## src/hw/rtl/lce_pkg.sv

```systemverilog
`timescale 1ns / 1ps
// Shared types, constants and saturating helpers for the Lagrange coefficient engine.
// No dependencies; every file but lce_ram and lce_queue imports it.
package lce_pkg;

   localparam int MAX_POINTS_DEF = 16;
   localparam int PT_W           = 32;
   localparam int COEF_W         = 64;
   localparam int POW_W          = 6;
   localparam int MAG_B_W        = 33;
   localparam int PROD_W         = 97;
   localparam int NUM_W          = 112;
   localparam int DIV_CNT_W      = 7;

   localparam logic [COEF_W-1:0] ONE_Q32 = 64'h0000_0001_0000_0000;
   localparam logic [COEF_W-1:0] POS_MAX = 64'h7FFF_FFFF_FFFF_FFFF;
   localparam logic [COEF_W-1:0] NEG_MIN = 64'h8000_0000_0000_0000;

   typedef struct packed {
      logic                 start;
      logic [COEF_W-1:0]    a_mag;
      logic [MAG_B_W-1:0]   b_mag;
      logic                 neg;
   } mul_req_type;

   typedef struct packed {
      logic                 done;
      logic [COEF_W-1:0]    result;
      logic                 ovf;
      logic [PROD_W-1:0]    prod;
   } mul_rsp_type;

   typedef struct packed {
      logic                 start;
      logic [NUM_W-1:0]     num;
      logic [COEF_W-1:0]    den;
      logic                 neg;
   } div_req_type;

   typedef struct packed {
      logic                 done;
      logic [COEF_W-1:0]    result;
      logic                 ovf;
   } div_rsp_type;

   typedef enum logic [2:0] {
      MUL_IDLE, MUL_LO, MUL_HI, MUL_ADD, MUL_RND, MUL_SAT
   } mul_state_type;

   typedef enum logic [1:0] {
      DIV_IDLE, DIV_RUN, DIV_RND, DIV_SAT
   } div_state_type;

   typedef enum logic [4:0] {
      BK_IDLE, BK_DUP_RDI, BK_DUP_GETI, BK_DUP_RDM, BK_DUP_CMP,
      BK_PT_RD, BK_PT_GET, BK_M_CHECK, BK_M_GET, BK_B_TOP, BK_B_MUL,
      BK_B_PREV, BK_B_WAIT, BK_D_MUL, BK_D_WAIT, BK_T_RD, BK_T_GET,
      BK_T_MWAIT, BK_T_DWAIT, BK_T_ACC, BK_O_RD, BK_O_EMIT
   } back_state_type;

   function automatic logic [COEF_W-1:0] mag64(input logic [COEF_W-1:0] v);
      return v[COEF_W-1] ? (64'd0 - v) : v;
   endfunction

   function automatic logic [MAG_B_W-1:0] mag33(input logic [PT_W-1:0] v);
      logic [MAG_B_W-1:0] s;
      s = {v[PT_W-1], v};
      return v[PT_W-1] ? (33'd0 - s) : s;
   endfunction

   // {overflow, value}
   function automatic logic [COEF_W:0] sat_add(input logic [COEF_W-1:0] a,
                                               input logic [COEF_W-1:0] b);
      logic [COEF_W-1:0] s;
      s = a + b;
      if (a[COEF_W-1] == b[COEF_W-1] && s[COEF_W-1] != a[COEF_W-1])
         return {1'b1, a[COEF_W-1] ? NEG_MIN : POS_MAX};
      return {1'b0, s};
   endfunction

   function automatic logic [COEF_W:0] sat_sub(input logic [COEF_W-1:0] a,
                                               input logic [COEF_W-1:0] b);
      logic [COEF_W-1:0] s;
      s = a - b;
      if (a[COEF_W-1] != b[COEF_W-1] && s[COEF_W-1] != a[COEF_W-1])
         return {1'b1, a[COEF_W-1] ? NEG_MIN : POS_MAX};
      return {1'b0, s};
   endfunction

endpackage

```

## src/hw/rtl/lce_front.sv

```systemverilog
`timescale 1ns / 1ps
// Point loader: takes sample points, writes the point store, counts the set and
// queues a run when the last point arrives. Depends on lce_pkg.
module lce_front #(
   parameter int MAX_POINTS = lce_pkg::MAX_POINTS_DEF,
   parameter int CW         = $clog2(MAX_POINTS + 1),
   parameter int IW         = $clog2(MAX_POINTS)
) (
   input  logic                  clock,
   input  logic                  reset,
   input  logic                  start,
   output logic                  busy,
   input  logic [lce_pkg::PT_W-1:0] point_x,
   input  logic [lce_pkg::PT_W-1:0] point_y,
   input  logic                  last_point,
   input  logic                  q_empty,
   input  logic                  back_active,
   output logic                  wr_en,
   output logic [IW-1:0]         wr_addr,
   output logic [2*lce_pkg::PT_W-1:0] wr_data,
   output logic                  push,
   output logic [CW-1:0]         push_n
);
   import lce_pkg::*;

   logic [CW-1:0] count_ff, count_in;
   logic          accept;
   logic          full;
   logic [CW-1:0] count_nx;

   // hold off new points while a run waits or executes
   assign busy     = !q_empty || back_active;
   assign accept   = start && !busy;
   assign full     = (count_ff == CW'(MAX_POINTS));
   assign count_nx = full ? count_ff : count_ff + 1'b1;

   assign wr_en   = accept && !full;
   assign wr_addr = count_ff[IW-1:0];
   assign wr_data = {point_x, point_y};
   assign push    = accept && last_point;
   assign push_n  = count_nx;

   always_comb begin
      count_in = count_ff;
      if (accept) begin
         count_in = last_point ? '0 : count_nx;
      end
   end

   always_ff @(posedge clock) begin
      if (reset) begin
         count_ff <= '0;
      end else begin
         count_ff <= count_in;
      end
   end
endmodule

```

## config.mk

```make
export PLATFORM = sky130hd
export DESIGN_NAME = lce_front
export DESIGN_NICKNAME = d
export VERILOG_FILES = /design/src/hw/rtl/lce_pkg.sv /design/src/hw/rtl/lce_front.sv
export SDC_FILE = /design/constraint.sdc
export NUM_CORES = 1
export LEC_CHECK = 0
export ABC_CLOCK_PERIOD_IN_PS = 2800
export BUFFER_PORTS_ARGS = -buffer_cell sky130_fd_sc_hd__buf_2
export CORE_MARGIN = 5
export CORE_UTILIZATION = 29
export CTS_BUF_LIST = sky130_fd_sc_hd__clkbuf_8 sky130_fd_sc_hd__clkbuf_16
export DETAILED_ROUTE_END_ITERATION = 16
export PLACE_DENSITY = 0.85
export SLEW_MARGIN = 10
export SYNTH_ARGS = -nofsm -noshare
export SYNTH_HDL_FRONTEND = slang
export SYNTH_SLANG_ARGS = --single-unit
```

## constraint.sdc

```tcl
create_clock -name clock -period 2.8 [get_ports clock]
set_clock_uncertainty 0.1 [all_clocks]
set_input_delay 0.28 -clock clock [delete_from_list [all_inputs] [get_ports clock]]
set_output_delay 0.28 -clock clock [all_outputs]
set_load 0.05 [all_outputs]
```

==> summary.md, run 1 <==
| Metric | Value |
|---|---|
| Pwr/cell area | 452 nW/um^2 |
| Slowest CP cell | nor4bb_2 |
| Ports | 146 |
| Fin crit period | 2.21 ns |
| Hold buffers post-CTS | 0 |
| Clock slew at reported path FFs | roughly 0.03 ns |
| Setup_tns | 0 ns |
| Crit path DAT | 1.83 ns |
| Metal3 WL | 380 microns |
| Post-Synthesis Cells | ~110 |
| WP depth | 5 |
| Final Cell Area | 504 sq um |
| Wl on met1 | ~440 microns |
| Clock share of power | 0.554 |
| Peak Freq | 0.453 GHz |
| Number of flops mapped to enable cells by yosys | 0 |
| Top reg by flops | count_ff |
| # rows | 19 |
| Clock H-tree levels | 1 |
| Detail Route Antenna Nets | 0 |
| Hold path depth | 2 |
| Critical path, cell by cell | inv_1, ha_1, nor4bb_2, xnor2_1, buf_2 |
| Total power | approximately 230 uW |
| Initial antenna violation count | 0 |
| Placer Congestion | between 0.7 and 0.8 |
| DR pass1 iterations | 2 |
| Largest net degree at the start of global routing | 13 |
| Crit path required time | 2.42 ns |
| Synth warn | 0 |
| Residual DRC | 0 |
| Tightest Pin Transition | ~0.57 ns |
| Worst-Skew Late Latency | 0.22 ns |
| GRT Residual Overflow | 0 |
| Synth top cells by count | 68 x buf_4, 5 x a21oi_1, 5 x dfxtp_1 |
| WL/cell | roughly 17 microns |
| Top Metal Used | met4 |
| Post-synth top area cell | buf_4 |
| Post-Syn Area | 850 sq um |
| Min-Delay Path Class | input pin to flip-flop |
| Initial DRC count | 14 |
| Die W | between 60 and 70 microns |
| Top-count cell post-synth | buf_4 |
| Total track usage | 0.0777 |
| CTS tree | done |
| Crit path launch | count_ff[0] |
| Total wire length | 1620 microns |
| Status | complete, no violations |
| Pint | ~170 uW |
| Max VDD drop | 176 uV |
| Syn Area/Cell | 7.65 sq um |
| Max-Cap Viols | 0 |
| TritonCTS Buffers | 3 |
| Crit path largest cell delay | 0.54 ns |
| Largest regs | count_ff: 5 flops |
| Final core utilization | 0.181 |
| CTS Sinks | 5 |
| Final period util | 0.789 |
| RSZ-0062 raised after global routing | false |
| CP Capture Type | output port |
| Top cells by area, synth | buf_4 60%, dfxtp_1 12%, or4_1 3.5% |
| Routed length on met2 | 650 microns |
| Sequential power share | 0.322 |
| CP Max Fanout | 9 |
| Startpoint types | flip-flop |
| Die Y | 64.1 microns |
| Clk root buf | clkbuf_8 |
| Area after DPL | 459 sq um |
| CP endpoint | push_n[0] |
| Antenna fix cells | 0 |
| Critical path type | flip-flop to output port |
| # nets final | 136 |
| Top Family by Delay on Critical Path | simple AND/OR/NAND/NOR gates |
| Register area share after synthesis | 0.118 |
| Layout cells sized above 1 | 0.333 |
| Slew headroom | 0.617 |
| Post-CTS Setup Inserts | 0 |
| Slew Limit Fails | 0 |
| Final Setup Violations | 0 |
| Fin. Hold Viols | 0 |
| Combinational share of power | 0.124 |
| Die ar. | 4110 sq um |
| Vias/cell | 4.81 |
| Post-synth ARST share | 0 |
| Number of port buffers | 17 |
| Worst R2R Setup Slack | between 0.9 and 1 ns |
| Post-CTS Resized | 0 |
| Sw frac | 0.237 |
| Most used DFF post-synth | dfxtp_1 |
| Reg2reg end | count_ff[0] |
| Vias | 452 |
| Leakage | 0.214 nW |
| Worst r2r path cells | 5 |
| Clock buffer depth | 2 |
| First-pass GRT wire length | ~2500 microns |
| Share of the synthesized area in the top cell type | 0.601 |
| Detailed placer's ending HPWL | ~1300 microns |
| Core Region | ~2800 sq um |
| Max FFs per register | 5 |
| Synth-to-Final Area Change | -40.6% |
| Vias in the first global route | about 460 |
| Register bit count reported by yosys | 5 |
| RR Startpoint | count_ff[0] |
| CP bufs+invs | 2 |
| Starting Density | 0.305 |
| Net Count, Synth | 183 |
| Net Sw Power | 53.9 uW |
| Number of distinct library cells after synthesis | 16 |
==> power groups by stage <==
stage	clock network (mW)	logic [mW]	registers [mW]
detailed placement	0	0.0285	0.0743
global route	0.136	0.0303	0.0734
floorplan	0	0.265	0.0741
finish	0.126	0.0281	0.0733
CTS	0.130	0.0285	0.0733
global placement	0	0.0280	0.0742
==> cells in the final DEF, fill, tap and decap left out, drive strengths merged <==
cell type	Yosys	final
buf	68	17
nand3b	2	2
xnor2	3	3
nand2	2	2
nor4bb	1	1
a21oi	5	5
a31oi	3	3
clkbuf	1	3
or4	4	4
o21ai	3	3
nand2b	3	3
ha	2	2
inv	3	4
dfxtp	5	5
nor2	3	3
nand3	3	3
==> cell type report <==
type | instances | area (sq um)
clock buffer | 3 | 41.3
multi-input combinational | 34 | 224
sequential | 5 | 100
clock inverter | 1 | 3.75
fill | 326 | 2280
inverter | 3 | 11.3
tap | 31 | 38.8
timing repair buffer | 17 | 85.1
==> kinds of logic (layout without fill, tap and decap cells) <==
kind of cell	Yosys count	in the layout	synth area share
AO/OA/AOI/OAI	11	11	0.0692
XOR/XNOR	3	3	0.0309
adder cells (fa/ha/maj)	2	2	0.0295
buffers and inverters	72	24	0.619
flip-flops	5	5	0.118
AND/OR/NAND/NOR	18	18	0.134
==> metrics by stage <==
stage	hold slack, ns	std cells	worst slack (ns)
2_1_floorplan	0.249	111	0.720
3_3_place_gp	0.398	90	0.895
3_5_place_dp	0.410	90	0.822
4_1_cts	0.201	94	0.585
5_1_grt	0.219	94	0.405
6_report	0.206	94	0.591
==> how the worst min path moves through the flow <==
stage	slack, ns	start	end
after CTS	0.20	reset	count_ff[1]
after detailed placement	0.41	count_ff[4]	count_ff[4]
after global placement	0.40	count_ff[1]	count_ff[1]
after global routing	0.22	reset	count_ff[4]
final	0.21	reset	count_ff[4]
after floorplan	0.25	reset	count_ff[1]
==> layer usage <==
| metal | vias to the layer above | GRT usage |
|---|---|---|
| met5 | - | 0 |
| met4 | 0 | 0.0891 |
| met3 | 24 | 0.0823 |
| met2 | 33 | 0.107 |
| met1 | 198 | 0.0524 |
| li1 | 197 | - |
Power figures use the tool's default switching activity.
==> inputs of run 2 (changes only) <==
- ABC_CLOCK_PERIOD_IN_PS: 2800 -> 2100
- CORE_UTILIZATION: 29 -> 27
- PLACE_DENSITY: 0.85 -> 0.8
- clock period: 2.8 -> 2.1 ns (I/O delays scaled with it)
==> summary.md, run 2 (synthesized netlist as in run 1, its figures left out) <==
| Metric | Value |
|---|---|
| Antenna fix cells | 0 (unchanged) |
| Fin. Hold Viols | 0 (unchanged) |
| Total wire length | 1470 microns (-9.6%) |
| Worst slack, placed | 0.173 ns (-0.649 ns) |
| Min-Delay Path Class | input pin to flip-flop |
| Top Family by Delay on Critical Path | buffers and inverters |
| Hold buffers post-CTS | 0 (unchanged) |
| Most common cell after layout, fill and taps aside | buf_2 |
| Slew Limit Fails | 0 (unchanged) |
| Die W | 66.1 microns (+3.1%) |
| WL/cell | 13.6 microns (-21%) |
| Crit path required time | 1.79 ns (-0.63 ns) |
| Pint | 233 uW (+34%) |
| Max VDD drop | 118 uV (-33%) |
| Slowest CP cell | dfxtp_1 |
| Die Y | 66.1 microns (+3.1%) |
| Sequential power share | 0.311 (-0.011) |
| Placer Congestion | 0.724 (-4.0%) |
| Critical path, cell by cell | inv_1, ha_1, nor4bb_4, xnor2_1, buf_2 |
| Core Region | 3030 sq um (+8.9%) |
| Ports | 146 (unchanged) |
| Crit path DAT | 1.57 ns (-0.26 ns) |
| GRT Residual Overflow | 0 (unchanged) |
| Vias in the first global route | 473 (+3.1%) |
| Synth-to-Final Area Change | -36.8% |
| Vias | 458 (+1.3%) |
| Top reg by flops | count_ff |
| Max-Cap Viols | 0 (unchanged) |
| Largest regs | count_ff: 5 flops |
| Initial antenna violation count | 0 (unchanged) |
| CP Capture Type | output port |
| Clock buffer depth | 2 (unchanged) |
| DR pass1 iterations | 4 (+2) |
| Tightest Pin Transition | 0.403 ns (-0.163 ns) |
| Post-CTS Setup Inserts | 0 (unchanged) |
| Crit path largest cell delay | 0.34 ns (-0.20 ns) |
| Clock share of power | 0.563 (+0.009) |
| Critical path type | flip-flop to output port |
| Residual DRC | 0 (unchanged) |
| Initial DRC count | 46 (+32) |
| RSZ-0062 raised after global routing | false |
| Clk root buf | clkbuf_8 |
| TritonCTS Buffers | 3 (unchanged) |
| Layout cells sized above 1 | 0.344 (+0.0104) |
| Total power | 311 uW (+37%) |
| Multi-input combinational cell area | 233 sq um (+3.9%) |
| Largest net degree at the start of global routing | 13 (unchanged) |
| Combinational share of power | 0.126 (+0.002) |
| Reg area | 100 sq um (unchanged) |
| Die ar. | 4370 sq um (+6.2%) |
| Net Sw Power | 77.7 uW (+44%) |
| CTS tree | done |
| Most frequent cells in the layout | 17 x buf_2, 5 x a21oi_1, 5 x dfxtp_1, 4 x inv_1, 4 x or4_1 |
| Detail Route Antenna Nets | 0 (unchanged) |
| Pwr/cell area | 579 nW/um^2 (+28%) |
| Startpoint types | flip-flop |
| Fin crit period | between 1.5 and 2 ns |
| Max FFs per register | 5 (unchanged) |
| Slew headroom | 0.730 (+0.113) |
| # nets final | 137 (+0.74%) |
| Sw frac | 0.250 (+0.0132) |
| Final Setup Violations | 0 (unchanged) |
| Worst-Skew Late Latency | 0.22 ns (about the same) |
| First-pass GRT wire length | 2310 microns (-5.9%) |
| CTS Sinks | 5 (unchanged) |
| Total track usage | 0.0689 (-0.00880) |
| Status | complete, no violations |
| Starting Density | 0.281 (-0.0249) |
| Number of port buffers | 17 (unchanged) |
| Final WS setup | 0.222 ns (-0.369 ns) |
| CP Max Fanout | 6 (-3) |
| Leakage | 0.219 nW (+2.6%) |
| Peak Freq | 0.532 GHz |
| Setup_tns | 0 ns (unchanged) |
| CP bufs+invs | 2 (unchanged) |
| # rows | 20 (+1) |
| Final period util | 0.895 |
| FILL cells | 350 (+7.4%) |
| Vias/cell | 4.24 (-12%) |
| Clock slew at reported path FFs | 0.03 ns (about the same) |
| Clock H-tree levels | 1 (unchanged) |
## run 2: changes by cell type in the layout (fill, tap and decap cells not counted)
cell / before / now
buf_4: 0 / 1
nor4bb_2: 1 / 0
nor4bb_4: 0 / 1
## run 2: timing repair
item / 4_1_cts / 5_1_grt
pin swaps: 0 / 1
resized for setup: 1 / 0
endpoints found under the hold margin: 0 / 0
endpoints found under the setup margin: 1 / 1
## run 2: layout make-up
type,instances,share of cell area
Clock buffer,3,0.0769
Clock inverter,1,0.00699
Inverter,3,0.0210
Multi-Input combinational cell,34,0.434
Sequential cell,5,0.186
Tap cell,44,0.103
Timing Repair Buffer,18,0.172
## run 2: power by group through the flow
stage / sequential (mW) / combinational (mW) / clock (mW)
2_1_floorplan: 0.0989 / 0.354 / 0
5_1_grt: 0.0966 / 0.0433 / 0.193
3_5_place_dp: 0.0980 / 0.0395 / 0
3_3_place_gp: 0.0980 / 0.0392 / 0
4_1_cts: 0.0966 / 0.0399 / 0.181
6_report: 0.0966 / 0.0392 / 0.175
## run 2: worst paths after layout
kind / from / to / slack (ns) / cells after the start
setup / recovery: count_ff[1] / push_n[0] / 0.22 / 5
hold / removal: reset / count_ff[0] / 0.13 / 2
setup reg to reg: count_ff[0] / count_ff[4] / 0.48 / 5
hold reg to reg: count_ff[1] / count_ff[1] / 0.41 / 2
## run 2: stage by stage
stage          instance area, sq um  utilization  cells  hold slack, ns
2_1_floorplan                   850            -    111           0.179
3_3_place_gp                    483        0.160    104           0.320
3_5_place_dp                    483        0.160    104           0.320
4_1_cts                         537        0.177    108           0.124
5_1_grt                         537        0.177    108           0.127
6_report                        537        0.177    108           0.127
## run 2: layer usage
metal,part of all wire,wire (microns),global-route usage
met5,0,0,0
met4,0.10,151,0.0761
met3,0.19,272,0.0561
met2,0.40,580,0.0867
met1,0.31,462,0.0640
==> inputs of run 3 (changes only) <==
- PLACE_DENSITY: 0.8 -> default
- PLACE_DENSITY_LB_ADDON: default -> 0.1
- SETUP_SLACK_MARGIN: default -> 0.5
==> summary.md, run 3 (synthesized netlist as in run 1, its figures left out) <==
| Metric | Value |
|---|---|
| Status | complete, no violations |
| First-pass GRT wire length | 2790 microns (+21%) |
| CTS Sinks | 5 (unchanged) |
| Startpoint types | flip-flop |
| CP Max Fanout | 4 (-2) |
| Worst slack, placed | 0.267 ns (+0.0945 ns) |
| # nets final | 145 (+5.8%) |
| Vias in the first global route | 433 (-8.5%) |
| Clock buffer depth | 2 (unchanged) |
| Synth-to-Final Area Change | -17.1% |
| Crit path DAT | 1.45 ns (-0.12 ns) |
| Vias | 495 (+8.1%) |
| Residual DRC | 0 (unchanged) |
| CP Capture Type | output port |
| Die ar. | 4370 sq um (unchanged) |
| Max VDD drop | 112 uV (-5.3%) |
| Ports | 146 (unchanged) |
| Final WS setup | 0.342 ns (+0.120 ns) |
| Leakage | 0.288 nW (+31%) |
| Peak Freq | 0.569 GHz (+6.8%) |
| Antenna fix cells | 0 (unchanged) |
| Total track usage | 0.0864 (+0.0175) |
| Clock slew at reported path FFs | 0.04 ns (about the same) |
| Most common cell after layout, fill and taps aside | buf_2 |
| Tightest Pin Transition | 0.394 ns (-0.00940 ns) |
| Detailed placer's ending HPWL | ~1700 microns |
| # rows | 20 (unchanged) |
| Slew Limit Fails | 0 (unchanged) |
| GRT Residual Overflow | 0 (unchanged) |
| RR Startpoint | count_ff[0] |
| Worst-Skew Late Latency | 0.22 ns (about the same) |
| Final period util | 0.837 (-0.0573) |
| Largest net degree at the start of global routing | 13 (unchanged) |
| Fin crit period | 1.76 ns (-0.120 ns) |
| CTS tree | done |
| Clk root buf | clkbuf_8 |
| Detail Route Antenna Nets | 0 (unchanged) |
| Crit path launch | count_ff[4] |
| Initial antenna violation count | 0 (unchanged) |
| Fin. Hold Viols | 0 (unchanged) |
| Clock H-tree levels | 1 (unchanged) |
| Hold buffers post-CTS | 0 (unchanged) |
| Worst r2r path cells | 5 (unchanged) |
| Core Region | 3030 sq um (unchanged) |
| Initial DRC count | 5 (-89%) |
| Largest regs | count_ff: 5 flops |
| Max FFs per register | 5 (unchanged) |
| Layout cells sized above 1 | 0.625 (+0.281) |
| Setup_tns | 0 ns (unchanged) |
| Most frequent cells in the layout | 12 x buf_2, 9 x buf_4, 5 x buf_6, 4 x a21oi_1 |
| Die W | 66.1 microns (unchanged) |
| Final Cell Area | 704 sq um (+31%) |
| Final Setup Violations | 0 (unchanged) |
| Area after DPL | 528 sq um (+9.3%) |
| Min-Delay Path Class | input pin to flip-flop |
| Max-Cap Viols | 0 (unchanged) |
| Reg2reg end | count_ff[4] |
| WL/cell | 17.6 microns (+30%) |
| Critical path, cell by cell | nor4bb_4, buf_4, a21oi_2, buf_6 |
| RSZ-0062 raised after global routing | true |
| Starting Density | 0.281 (unchanged) |
| Crit path required time | 1.79 ns (about the same) |
| Placer Congestion | 0.703 (-2.8%) |
| Critical path type | flip-flop to output port |
| Die Y | 66.1 microns (unchanged) |
| Total wire length | 2040 microns (+39%) |
| DR pass1 iterations | 3 (-1) |
| Slew headroom | 0.737 (+0.00669) |
| Crit path largest cell delay | 0.46 ns (+0.12 ns) |
| TritonCTS Buffers | 3 (unchanged) |
| Final core utilization | 0.233 (+0.0554) |
| Worst R2R Setup Slack | 0.45 ns (-0.03 ns) |
| Number of port buffers | 17 (unchanged) |
| Slowest CP cell | nor4bb_4 |
| CP endpoint | push_n[2] |
| Top reg by flops | count_ff |
| Total power | 321 uW (+3.3%) |
| Vias/cell | 4.27 (+0.62%) |
| Pwr/cell area | 456 nW/um^2 (-21%) |
-- run 3: changes by cell type in the layout (fill, tap and decap cells not counted), sizes merged --
cell	previous run	this run
buf	18	26
-- run 3: per-stage QoR --
stage / instances / hold WS, ns
after floorplan: 111 / 0.170
after global placement: 103 / 0.320
after detailed placement: 103 / 0.320
after CTS: 112 / 0.118
after global routing: 116 / 0.122
final: 116 / 0.126
-- run 3: worst max-delay path, delay by kind of cell, from the launching register on --
kind / cells / cell delay, ns
AOI/OAI and AO/OA: 1 / 0.03
buffers and inverters: 2 / 0.34
and+or+nand+nor: 1 / 0.46
DFF: 1 / 0.39
-- run 3: what timing repair did --
| action | 4_1_cts | 5_1_grt |
|---|---|---|
| cloned | 0 | 0 |
| pin swaps | 5 | 4 |
| setup buffers | 5 | 4 |
| gates resized for setup | 14 | 9 |
| endpoints found under the setup margin | 8 | 9 |
-- run 3: layout make-up --
class                           instances  area [sq um]
Clock buffer                            3          41.3
Clock inverter                          1          3.75
Fill cell                             341          2320
Inverter                                3          13.8
Multi-Input combinational cell         34           297
Sequential cell                         5           110
Tap cell                               44          55.1
Timing Repair Buffer                   26           184
-- run 3: worst min-delay path by stage --
stage                 from     endpoint  cells past startpoint  slack, ns
5_1_grt              reset  count_ff[2]                      2       0.12
3_5_place_dp   point_y[16]  wr_data[16]                      0       0.32
2_1_floorplan        reset  count_ff[0]                      1       0.17
3_3_place_gp   point_y[16]  wr_data[16]                      0       0.32
4_1_cts              reset  count_ff[1]                      2       0.12
6_report             reset  count_ff[2]                      2       0.13
-- run 3: per-layer routing --
metal	vias up	part of all wire	GRT usage
li1	213	-	-
met1	212	0.28	0.0751
met2	58	0.49	0.133
met3	12	0.21	0.0748
met4	0	0.019	0.0533
met5	-	0	0
-- run 3: power breakdown --
| group | switching (mW) | leakage (nW) | internal [mW] |
|---|---|---|---|
| clock network | 0.0525 | 0.0269 | 0.126 |
| registers | 0.000964 | 0.0429 | 0.0941 |
| logic | 0.0300 | 0.218 | 0.0178 |
| total | 0.0835 | 0.288 | 0.238 |
