**src/hw/rtl/lce_pkg.sv**
```systemverilog
`timescale 1ns / 1ps
// Shared types, constants and saturating helpers for the Lagrange coefficient engine.
// No dependencies; every file but lce_ram and lce_queue imports it.
package lce_pkg;

   localparam int MAX_POINTS_DEF = 16;
   localparam int PT_W           = 32;
   localparam int COEF_W         = 64;
   localparam int POW_W          = 6;
   localparam int MAG_B_W        = 33;
   localparam int PROD_W         = 97;
   localparam int NUM_W          = 112;
   localparam int DIV_CNT_W      = 7;

   localparam logic [COEF_W-1:0] ONE_Q32 = 64'h0000_0001_0000_0000;
   localparam logic [COEF_W-1:0] POS_MAX = 64'h7FFF_FFFF_FFFF_FFFF;
   localparam logic [COEF_W-1:0] NEG_MIN = 64'h8000_0000_0000_0000;

   typedef struct packed {
      logic                 start;
      logic [COEF_W-1:0]    a_mag;
      logic [MAG_B_W-1:0]   b_mag;
      logic                 neg;
   } mul_req_type;

   typedef struct packed {
      logic                 done;
      logic [COEF_W-1:0]    result;
      logic                 ovf;
      logic [PROD_W-1:0]    prod;
   } mul_rsp_type;

   typedef struct packed {
      logic                 start;
      logic [NUM_W-1:0]     num;
      logic [COEF_W-1:0]    den;
      logic                 neg;
   } div_req_type;

   typedef struct packed {
      logic                 done;
      logic [COEF_W-1:0]    result;
      logic                 ovf;
   } div_rsp_type;

   typedef enum logic [2:0] {
      MUL_IDLE, MUL_LO, MUL_HI, MUL_ADD, MUL_RND, MUL_SAT
   } mul_state_type;

   typedef enum logic [1:0] {
      DIV_IDLE, DIV_RUN, DIV_RND, DIV_SAT
   } div_state_type;

   typedef enum logic [4:0] {
      BK_IDLE, BK_DUP_RDI, BK_DUP_GETI, BK_DUP_RDM, BK_DUP_CMP,
      BK_PT_RD, BK_PT_GET, BK_M_CHECK, BK_M_GET, BK_B_TOP, BK_B_MUL,
      BK_B_PREV, BK_B_WAIT, BK_D_MUL, BK_D_WAIT, BK_T_RD, BK_T_GET,
      BK_T_MWAIT, BK_T_DWAIT, BK_T_ACC, BK_O_RD, BK_O_EMIT
   } back_state_type;

   function automatic logic [COEF_W-1:0] mag64(input logic [COEF_W-1:0] v);
      return v[COEF_W-1] ? (64'd0 - v) : v;
   endfunction

   function automatic logic [MAG_B_W-1:0] mag33(input logic [PT_W-1:0] v);
      logic [MAG_B_W-1:0] s;
      s = {v[PT_W-1], v};
      return v[PT_W-1] ? (33'd0 - s) : s;
   endfunction

   // {overflow, value}
   function automatic logic [COEF_W:0] sat_add(input logic [COEF_W-1:0] a,
                                               input logic [COEF_W-1:0] b);
      logic [COEF_W-1:0] s;
      s = a + b;
      if (a[COEF_W-1] == b[COEF_W-1] && s[COEF_W-1] != a[COEF_W-1])
         return {1'b1, a[COEF_W-1] ? NEG_MIN : POS_MAX};
      return {1'b0, s};
   endfunction

   function automatic logic [COEF_W:0] sat_sub(input logic [COEF_W-1:0] a,
                                               input logic [COEF_W-1:0] b);
      logic [COEF_W-1:0] s;
      s = a - b;
      if (a[COEF_W-1] != b[COEF_W-1] && s[COEF_W-1] != a[COEF_W-1])
         return {1'b1, a[COEF_W-1] ? NEG_MIN : POS_MAX};
      return {1'b0, s};
   endfunction

endpackage

```
**src/hw/rtl/lce_ram.sv**
```systemverilog
`timescale 1ns / 1ps
// Generic single-write, single-read RAM with registered read data.
// No dependencies.
module lce_ram #(
   parameter int WIDTH = 64,
   parameter int DEPTH = 16
) (
   input  logic                     clock,
   input  logic                     wr_en,
   input  logic [$clog2(DEPTH)-1:0] wr_addr,
   input  logic [WIDTH-1:0]         wr_data,
   input  logic [$clog2(DEPTH)-1:0] rd_addr,
   output logic [WIDTH-1:0]         rd_data
);
   logic [WIDTH-1:0] mem_ff [DEPTH];
   logic [WIDTH-1:0] rd_data_ff;

   always_ff @(posedge clock) begin
      if (wr_en) begin
         mem_ff[wr_addr] <= wr_data;
      end
      rd_data_ff <= mem_ff[rd_addr];
   end

   assign rd_data = rd_data_ff;
endmodule

```
**src/hw/rtl/lce_back.sv**
```systemverilog
`timescale 1ns / 1ps
// Solver sequencer: duplicate check, basis build, scaling and summing, coefficient
// output. Depends on lce_pkg and lce_ram; drives the shared multiplier and divider.
module lce_back #(
   parameter int MAX_POINTS = lce_pkg::MAX_POINTS_DEF,
   parameter int CW         = $clog2(MAX_POINTS + 1),
   parameter int IW         = $clog2(MAX_POINTS)
) (
   input  logic                        clock,
   input  logic                        reset,
   input  logic                        q_empty,
   input  logic [CW-1:0]               q_n,
   output logic                        pop,
   output logic                        active,
   output logic [IW-1:0]               pt_rd_addr,
   input  logic [2*lce_pkg::PT_W-1:0]  pt_rd_data,
   output lce_pkg::mul_req_type        mul_req,
   input  lce_pkg::mul_rsp_type        mul_rsp,
   output lce_pkg::div_req_type        div_req,
   input  lce_pkg::div_rsp_type        div_rsp,
   output logic                        res_strobe,
   output logic [lce_pkg::COEF_W-1:0]  res_coefficient,
   output logic [lce_pkg::POW_W-1:0]   res_power,
   output logic                        res_overflow,
   output logic                        res_duplicate_x,
   output logic                        res_last
);
   import lce_pkg::*;

   back_state_type    state_ff, state_in;
   logic [CW-1:0]     n_ff, n_in;
   logic [CW-1:0]     i_ff, i_in;
   logic [CW-1:0]     m_ff, m_in;
   logic [IW-1:0]     p_ff, p_in;
   logic [IW-1:0]     deg_ff, deg_in;
   logic [IW-1:0]     pw_ff, pw_in;
   logic              dup_ff, dup_in;
   logic [PT_W-1:0]   xi_ff, xi_in;
   logic [PT_W-1:0]   yi_ff, yi_in;
   logic [PT_W-1:0]   xm_ff, xm_in;
   logic [COEF_W:0]   cur_ff, cur_in;
   logic [COEF_W:0]   prev_ff, prev_in;
   logic [COEF_W-1:0] den_ff, den_in;
   logic              dov_ff, dov_in;
   logic              tneg_ff, tneg_in;
   logic [COEF_W-1:0] term_ff, term_in;
   logic              tov_ff, tov_in;
   logic [MAX_POINTS-1:0] cvalid_ff, cvalid_in;

   logic              strobe_ff, strobe_in;
   logic [COEF_W-1:0] coef_ff, coef_in;
   logic [POW_W-1:0]  pow_ff, pow_in;
   logic              ovf_o_ff, ovf_o_in;
   logic              dup_o_ff, dup_o_in;
   logic              last_o_ff, last_o_in;

   logic              pt_sel_i;
   logic              b_we, c_we;
   logic [IW-1:0]     b_waddr, b_raddr, c_waddr, c_raddr;
   logic [COEF_W:0]   b_wdata, b_rdata, c_wdata, c_rdata;
   logic [PT_W:0]     diff_w;
   logic [MAG_B_W-1:0] diff_mag;
   logic [COEF_W:0]   sub_w;
   logic [COEF_W:0]   old_w;
   logic [COEF_W:0]   add_w;

   assign diff_w   = {xi_ff[PT_W-1], xi_ff} - {xm_ff[PT_W-1], xm_ff};
   assign diff_mag = diff_w[PT_W] ? (33'd0 - diff_w) : diff_w;
   assign sub_w    = sat_sub((p_ff != '0) ? prev_ff[COEF_W-1:0] : 64'd0, mul_rsp.result);
   assign old_w    = cvalid_ff[p_ff] ? c_rdata : '0;
   assign add_w    = sat_add(old_w[COEF_W-1:0], term_ff);
   assign pt_rd_addr = pt_sel_i ? i_ff[IW-1:0] : m_ff[IW-1:0];
   assign active   = (state_ff != BK_IDLE);

   lce_ram #(.WIDTH(COEF_W + 1), .DEPTH(MAX_POINTS)) u_basis_ram (
      .clock   (clock),
      .wr_en   (b_we),
      .wr_addr (b_waddr),
      .wr_data (b_wdata),
      .rd_addr (b_raddr),
      .rd_data (b_rdata)
   );

   lce_ram #(.WIDTH(COEF_W + 1), .DEPTH(MAX_POINTS)) u_coeff_ram (
      .clock   (clock),
      .wr_en   (c_we),
      .wr_addr (c_waddr),
      .wr_data (c_wdata),
      .rd_addr (c_raddr),
      .rd_data (c_rdata)
   );

   always_comb begin
      state_in  = state_ff;
      n_in      = n_ff;
      i_in      = i_ff;
      m_in      = m_ff;
      p_in      = p_ff;
      deg_in    = deg_ff;
      pw_in     = pw_ff;
      dup_in    = dup_ff;
      xi_in     = xi_ff;
      yi_in     = yi_ff;
      xm_in     = xm_ff;
      cur_in    = cur_ff;
      prev_in   = prev_ff;
      den_in    = den_ff;
      dov_in    = dov_ff;
      tneg_in   = tneg_ff;
      term_in   = term_ff;
      tov_in    = tov_ff;
      cvalid_in = cvalid_ff;
      strobe_in = 1'b0;
      coef_in   = coef_ff;
      pow_in    = pow_ff;
      ovf_o_in  = ovf_o_ff;
      dup_o_in  = dup_o_ff;
      last_o_in = last_o_ff;
      pop       = 1'b0;
      pt_sel_i  = 1'b0;
      b_we      = 1'b0;
      b_waddr   = p_ff;
      b_wdata   = '0;
      b_raddr   = p_ff;
      c_we      = 1'b0;
      c_waddr   = p_ff;
      c_wdata   = '0;
      c_raddr   = p_ff;
      mul_req   = '0;
      div_req   = '0;
      unique case (state_ff)
         BK_IDLE: begin
            if (!q_empty) begin
               pop       = 1'b1;
               n_in      = q_n;
               i_in      = '0;
               dup_in    = 1'b0;
               cvalid_in = '0;
               state_in  = BK_DUP_RDI;
            end
         end
         BK_DUP_RDI: begin
            pt_sel_i = 1'b1;
            if (({1'b0, i_ff} + 1'b1) >= {1'b0, n_ff}) begin
               if (dup_ff) begin
                  pw_in    = IW'(n_ff - 1'b1);
                  state_in = BK_O_RD;
               end else begin
                  i_in     = '0;
                  state_in = BK_PT_RD;
               end
            end else begin
               state_in = BK_DUP_GETI;
            end
         end
         BK_DUP_GETI: begin
            xi_in    = pt_rd_data[2*PT_W-1:PT_W];
            m_in     = i_ff + 1'b1;
            state_in = BK_DUP_RDM;
         end
         BK_DUP_RDM: begin
            state_in = BK_DUP_CMP;
         end
         BK_DUP_CMP: begin
            if (pt_rd_data[2*PT_W-1:PT_W] == xi_ff) begin
               dup_in = 1'b1;
            end
            m_in = m_ff + 1'b1;
            if ((m_ff + 1'b1) == n_ff) begin
               i_in     = i_ff + 1'b1;
               state_in = BK_DUP_RDI;
            end else begin
               state_in = BK_DUP_RDM;
            end
         end
         BK_PT_RD: begin
            pt_sel_i = 1'b1;
            state_in = BK_PT_GET;
         end
         BK_PT_GET: begin
            xi_in    = pt_rd_data[2*PT_W-1:PT_W];
            yi_in    = pt_rd_data[PT_W-1:0];
            den_in   = ONE_Q32;
            dov_in   = 1'b0;
            deg_in   = '0;
            m_in     = '0;
            b_we     = 1'b1;
            b_waddr  = '0;
            b_wdata  = {1'b0, ONE_Q32};
            state_in = BK_M_CHECK;
         end
         BK_M_CHECK: begin
            if (m_ff == n_ff) begin
               p_in     = '0;
               state_in = BK_T_RD;
            end else if (m_ff == i_ff) begin
               m_in = m_ff + 1'b1;
            end else begin
               state_in = BK_M_GET;
            end
         end
         BK_M_GET: begin
            xm_in    = pt_rd_data[2*PT_W-1:PT_W];
            b_raddr  = deg_ff;
            state_in = BK_B_TOP;
         end
         BK_B_TOP: begin
            // raise the degree: top coefficient moves up one place
            cur_in   = b_rdata;
            b_we     = 1'b1;
            b_waddr  = deg_ff + 1'b1;
            b_wdata  = b_rdata;
            p_in     = deg_ff;
            state_in = BK_B_MUL;
         end
         BK_B_MUL: begin
            mul_req.start = 1'b1;
            mul_req.a_mag = mag64(cur_ff[COEF_W-1:0]);
            mul_req.b_mag = mag33(xm_ff);
            mul_req.neg   = cur_ff[COEF_W-1] ^ xm_ff[PT_W-1];
            b_raddr       = p_ff - 1'b1;
            state_in      = BK_B_PREV;
         end
         BK_B_PREV: begin
            prev_in  = b_rdata;
            state_in = BK_B_WAIT;
         end
         BK_B_WAIT: begin
            if (mul_rsp.done) begin
               b_we    = 1'b1;
               b_waddr = p_ff;
               if (p_ff != '0) begin
                  b_wdata  = {cur_ff[COEF_W] | prev_ff[COEF_W] | mul_rsp.ovf | sub_w[COEF_W],
                              sub_w[COEF_W-1:0]};
                  cur_in   = prev_ff;
                  p_in     = p_ff - 1'b1;
                  state_in = BK_B_MUL;
               end else begin
                  b_wdata  = {cur_ff[COEF_W] | mul_rsp.ovf | sub_w[COEF_W],
                              sub_w[COEF_W-1:0]};
                  state_in = BK_D_MUL;
               end
            end
         end
         BK_D_MUL: begin
            mul_req.start = 1'b1;
            mul_req.a_mag = mag64(den_ff);
            mul_req.b_mag = diff_mag;
            mul_req.neg   = den_ff[COEF_W-1] ^ diff_w[PT_W];
            state_in      = BK_D_WAIT;
         end
         BK_D_WAIT: begin
            if (mul_rsp.done) begin
               den_in   = mul_rsp.result;
               dov_in   = dov_ff | mul_rsp.ovf;
               deg_in   = deg_ff + 1'b1;
               m_in     = m_ff + 1'b1;
               state_in = BK_M_CHECK;
            end
         end
         BK_T_RD: begin
            state_in = BK_T_GET;
         end
         BK_T_GET: begin
            cur_in        = b_rdata;
            mul_req.start = 1'b1;
            mul_req.a_mag = mag64(b_rdata[COEF_W-1:0]);
            mul_req.b_mag = mag33(yi_ff);
            tneg_in       = b_rdata[COEF_W-1] ^ yi_ff[PT_W-1] ^ den_ff[COEF_W-1];
            state_in      = BK_T_MWAIT;
         end
         BK_T_MWAIT: begin
            if (mul_rsp.done) begin
               if (den_ff == '0) begin
                  // denominator rounded away: saturate any nonzero numerator
                  term_in  = (mul_rsp.prod == '0) ? '0 : (tneg_ff ? NEG_MIN : POS_MAX);
                  tov_in   = (mul_rsp.prod != '0);
                  state_in = BK_T_ACC;
               end else begin
                  div_req.start = 1'b1;
                  div_req.num   = {mul_rsp.prod[95:0], 16'h0000};
                  div_req.den   = mag64(den_ff);
                  div_req.neg   = tneg_ff;
                  state_in      = BK_T_DWAIT;
               end
            end
         end
         BK_T_DWAIT: begin
            if (div_rsp.done) begin
               term_in  = div_rsp.result;
               tov_in   = div_rsp.ovf;
               state_in = BK_T_ACC;
            end
         end
         BK_T_ACC: begin
            c_we               = 1'b1;
            c_wdata            = {old_w[COEF_W] | cur_ff[COEF_W] | dov_ff | tov_ff | add_w[COEF_W],
                                  add_w[COEF_W-1:0]};
            cvalid_in[p_ff]    = 1'b1;
            if (p_ff == deg_ff) begin
               i_in = i_ff + 1'b1;
               if ((i_ff + 1'b1) == n_ff) begin
                  pw_in    = IW'(n_ff - 1'b1);
                  state_in = BK_O_RD;
               end else begin
                  state_in = BK_PT_RD;
               end
            end else begin
               p_in     = p_ff + 1'b1;
               state_in = BK_T_RD;
            end
         end
         BK_O_RD: begin
            c_raddr  = pw_ff;
            state_in = BK_O_EMIT;
         end
         BK_O_EMIT: begin
            c_raddr   = pw_ff;
            strobe_in = 1'b1;
            coef_in   = dup_ff ? '0 : c_rdata[COEF_W-1:0];
            ovf_o_in  = !dup_ff && c_rdata[COEF_W];
            dup_o_in  = dup_ff;
            pow_in    = POW_W'(pw_ff);
            last_o_in = (pw_ff == '0);
            if (pw_ff == '0) begin
               state_in = BK_IDLE;
            end else begin
               pw_in    = pw_ff - 1'b1;
               state_in = BK_O_RD;
            end
         end
         default: state_in = BK_IDLE;
      endcase
   end

   always_ff @(posedge clock) begin
      n_ff      <= n_in;
      i_ff      <= i_in;
      m_ff      <= m_in;
      p_ff      <= p_in;
      deg_ff    <= deg_in;
      pw_ff     <= pw_in;
      dup_ff    <= dup_in;
      xi_ff     <= xi_in;
      yi_ff     <= yi_in;
      xm_ff     <= xm_in;
      cur_ff    <= cur_in;
      prev_ff   <= prev_in;
      den_ff    <= den_in;
      dov_ff    <= dov_in;
      tneg_ff   <= tneg_in;
      term_ff   <= term_in;
      tov_ff    <= tov_in;
      cvalid_ff <= cvalid_in;
      coef_ff   <= coef_in;
      pow_ff    <= pow_in;
      ovf_o_ff  <= ovf_o_in;
      dup_o_ff  <= dup_o_in;
      last_o_ff <= last_o_in;
      if (reset) begin
         state_ff  <= BK_IDLE;
         strobe_ff <= 1'b0;
      end else begin
         state_ff  <= state_in;
         strobe_ff <= strobe_in;
      end
   end

   assign res_strobe      = strobe_ff;
   assign res_coefficient = coef_ff;
   assign res_power       = pow_ff;
   assign res_overflow    = ovf_o_ff;
   assign res_duplicate_x = dup_o_ff;
   assign res_last        = last_o_ff;
endmodule

```
**config.mk**
```make
export PLATFORM = sky130hd
export DESIGN_NAME = lce_back
export DESIGN_NICKNAME = d
export VERILOG_FILES = /design/src/hw/rtl/lce_pkg.sv /design/src/hw/rtl/lce_ram.sv /design/src/hw/rtl/lce_back.sv
export SDC_FILE = /design/constraint.sdc
export NUM_CORES = 2
export LEC_CHECK = 0
export BUFFER_PORTS_ARGS = -buffer_cell sky130_fd_sc_hd__buf_2
export CORE_UTILIZATION = 40
export DETAILED_ROUTE_END_ITERATION = 8
export REMOVE_ABC_BUFFERS = 1
export SYNTH_ARGS = -nofsm -noshare
export SYNTH_HDL_FRONTEND = slang
export SYNTH_SLANG_ARGS = --single-unit
```
**constraint.sdc**
```tcl
create_clock -name clock -period 25.4 [get_ports clock]
set_input_delay 1.27 -clock clock [delete_from_list [all_inputs] [get_ports clock]]
set_output_delay 1.27 -clock clock [all_outputs]
set_load 0.02 [all_outputs]
```
==> results.yml <==
cts:
  clock_insertion_delay_worst_skew_ns: 0.91
  clock-sinks: 2688
  cts_resized: 0
  path_clk_slew_ns: 0.06
  cts_buffers: 292
  cts_setup_buffers: 0
  cts_hold_buf: 0
  clockBufferDepth: 4
  htreeDepth: 5
  root_buffer: "clkbuf_16"
  cts_tree: "built"
route:
  dr.pass1.iters: 7
  route.detailed.drc: 0
  vias_per_cell: 5.86
  ant_nets: 0
  num_vias: 80900
  avgRoutedWirePerCell_microns: 26.9
  wirelength_microns: 371000
  drtIter0Drc: 8807
yosys:
  syn_avg_cell_area_sq_um: 13.5
  ys_ff_latch: 2688
  synth_cells: 9021
  ys_seq_area_frac: 0.652
  async_reset_ff_frac: 0
  synthesis.area_sq_um: 122000
  synthFlopType: "edfxtp_1"
  synth_edf_count: 2552
  synth_warnings: 0
  synthDistinctLibCells: 96
floorplanning:
  ioPinCount: 658
  initial_core_util: 0.402
  die_area_sq_um: 307000
  fp.dieH_microns: 554
  coreArea_sq_um: 303000
  num_rows: 202
  die_w_microns: 554
timing:
  rsz0062_at_grt: "no"
  period_share: 0.369
  worst_pin_slew_ns: 1.23
  clock_skew_ns: 0.0629
  fmax_ghz: 0.107
  fin_tns_setup_ns: 0
  relSlewSlack: 0.159
  period_needed_ns: 9.37
  slew_viol_final: 0
  hold_viol_final: 0
  setup_viol: 0
power_and_ir_drop:
  power_density_nw_per_um2: 77.4
  peakVddDrop_uv: 74.1
  p_leak_nw: 44.4
layout:
  design_area_sq_um: 139000
  area_growth_pct: 14.5
  postLayoutCoreUtil: 0.460
  drive_gt1_frac: 0.175
  final.fill_count: 26600
  fin_cells: 13800
  layout.nets: 10000
worst_setup_path:
  path_delay_family: "compound AO/OA/AOI/OAI gates"
  crit_arrival_ns: 9.92
  crit_slowest_cell: "nor2_4"
  critPathRequiredTime_ns: 25.95
  cpPeakStageDelay_ns: 0.71
  crit_path_start_kind: "flop"
  critPathKind: "reg -> reg"
  crit_path_end_kind: "flop"
  cp_common_cell: "o21ai_0"
  path_max_fanout: 54
  path_buf_inv: 5
placement:
  dpl_cell_area_sq_um: 129000
  placed_cells: 13200
  post-dp-hpwl_microns: 227000
  io_buffers: 639
  gp_congestion: 0.917
grt:
  grt_pass1_wl_microns: 532000
  antenna_found_initial: 42
  grtUsageTotal: 0.234
  grt-ovfl-total: 0
  grt_max_degree: 226
  grt_pass1_vias: 77900
hold_path:
  hp-class: "reg -> reg"
status:
  outcome: "complete, no violations"
job:
  drv_cap: 0
## per-layer routing
metal | global-route usage | wire [microns] | share of wire
met3 | 0.0384 | 31500 | 0.085
met5 | 0 | 105 | 0.00028
met4 | 0.0744 | 11500 | 0.031
met1 | 0.325 | 156000 | 0.42
met2 | 0.376 | 173000 | 0.47
## logic make-up after synthesis
kind of cell | after synthesis | synth area share
buf+inv | 754 | 0.0242
mux | 355 | 0.0571
simple gates | 2475 | 0.0998
other cells | 1 | 0.0000308
fa+ha+maj | 183 | 0.0190
compound gates | 2096 | 0.114
flops | 2688 | 0.652
xor+xnor | 469 | 0.0337
## worst reg2reg max path: cells and delay by family (launching register included)
family | cells | cell delay (ns)
DFF | 1 | 0.70
and+or+nand+nor | 5 | 1.86
buffers and inverters | 5 | 1.35
adders and majority gates | 3 | 1.24
AOI/OAI and AO/OA | 12 | 3.93
## worst paths after layout
kind / to / slack [ns] / from / depth (start not counted)
min reg2reg: prev_ff[64]$_DFFE_PP_ / 0.48 / u_basis_ram.rd_data[64]$_DFF_P_ / 0
max: u_basis_ram.mem_ff[4][1]$_DFFE_PP_ / 16.03 / c_waddr[0]$_DFFE_PP_ / 25
min: prev_ff[64]$_DFFE_PP_ / 0.48 / u_basis_ram.rd_data[64]$_DFF_P_ / 0
max reg2reg: u_basis_ram.mem_ff[4][1]$_DFFE_PP_ / 16.03 / c_waddr[0]$_DFFE_PP_ / 25
## power breakdown
group          switching [mW]  total, mW  internal (mW)  leakage, nW
Combinational           0.891       1.36          0.472         18.4
Clock                    1.79       4.38           2.58         4.82
Sequential              0.127       5.05           4.92         21.2
Total                    2.81       10.8           7.98         44.4
## final cells by class
| type | count | area, sq um | area share |
|---|---|---|---|
| inverters | 183 | 692 | 0.00496 |
| clock buffers | 388 | 8160 | 0.0585 |
| clock inverters | 145 | 1700 | 0.0122 |
| repair buffers | 791 | 4430 | 0.0318 |
| diodes | 26 | 65.1 | 0.000467 |
| multi-input cells | 5596 | 40000 | 0.287 |
| flip-flops and latches | 2688 | 79400 | 0.569 |
| well taps | 3978 | 4980 | 0.0357 |
## flip-flops by register name (all words and copies together) (netlist names), 5 cells and up
register,count
u_basis_ram.mem_ff,1040
u_coeff_ram.mem_ff,1040
cur_ff,65
prev_ff,65
u_basis_ram.rd_data,65
u_coeff_ram.rd_data,65
den_ff,64
res_coefficient,64
term_ff,64
xi_ff,32
xm_ff,32
yi_ff,32
cvalid_ff,16
i_ff,5
m_ff,5
n_ff,5
state_ff,5
## cell usage in the layout (no fill, tap or decap), types with 51 or more instances in the layout
master,Yosys,layout
edfxtp_1,2552,2552
nand2_1,1024,1019
buf_2,5,639
and2_1,535,535
a21oi_1,450,448
a211oi_1,409,409
nor2_1,352,316
o21ai_0,317,314
clkbuf_16,0,303
mux4_2,265,265
xnor2_1,262,262
a31oi_1,225,225
xor2_1,207,207
inv_1,180,178
ha_1,178,178
a21o_1,177,176
buf_4,24,145
dfxtp_1,136,135
a311oi_1,134,134
nor2b_1,90,90
o31ai_1,79,79
mux2_2,71,70
nand3_1,67,67
a22oi_1,62,62
clkbuf_1,506,59
nor3_1,63,58
nand4_1,52,52
nand2b_1,51,51
nor4_1,54,51
clkinv_2,0,51
## cell usage after synthesis (19+ instances only)
| master | instances | area share |
|---|---|---|
| nand4_1 | 52 | 0.0027 |
| buf_1 | 33 | 0.0010 |
| nor4_1 | 54 | 0.0028 |
| nor2_1 | 352 | 0.011 |
| xnor2_1 | 262 | 0.019 |
| buf_4 | 24 | 0.0015 |
| a31oi_1 | 225 | 0.012 |
| nor2b_1 | 90 | 0.0046 |
| mux2i_1 | 19 | 0.0016 |
| o21ai_0 | 317 | 0.013 |
| or4_1 | 35 | 0.0022 |
| a21oi_1 | 450 | 0.018 |
| xor2_1 | 207 | 0.015 |
| o41ai_1 | 45 | 0.0032 |
| or3_1 | 40 | 0.0021 |
| and2_4 | 20 | 0.0014 |
| dfxtp_1 | 136 | 0.022 |
| and2_1 | 535 | 0.027 |
| nand2b_1 | 51 | 0.0026 |
| a21o_1 | 177 | 0.011 |
| nor3_1 | 63 | 0.0026 |
| a211oi_1 | 409 | 0.025 |
| o31ai_1 | 79 | 0.0049 |
| ha_1 | 178 | 0.018 |
| edfxtp_1 | 2552 | 0.63 |
| mux2_2 | 71 | 0.0066 |
| and3_1 | 21 | 0.0011 |
| a22oi_1 | 62 | 0.0038 |
| mux4_2 | 265 | 0.049 |
| clkbuf_1 | 506 | 0.016 |
| o221ai_1 | 33 | 0.0024 |
| o21bai_1 | 34 | 0.0021 |
| o21a_1 | 24 | 0.0015 |
| inv_1 | 180 | 0.0055 |
| a311oi_1 | 134 | 0.0096 |
| nand2_1 | 1024 | 0.032 |
| nand3_1 | 67 | 0.0028 |
## stage by stage
step | worst slack, ns | power (mW) | hold WS, ns
final | 16.03 | 10.8 | 0.477
after global placement | 16.18 | 6.47 | 0.452
after floorplan | -1.67 | 6.13 | 0.424
after global routing | 15.62 | 11.1 | 0.508
after detailed placement | 16.03 | 6.48 | 0.480
after CTS | 15.97 | 10.8 | 0.473
Note: power is estimated with default switching activity, not from simulation.
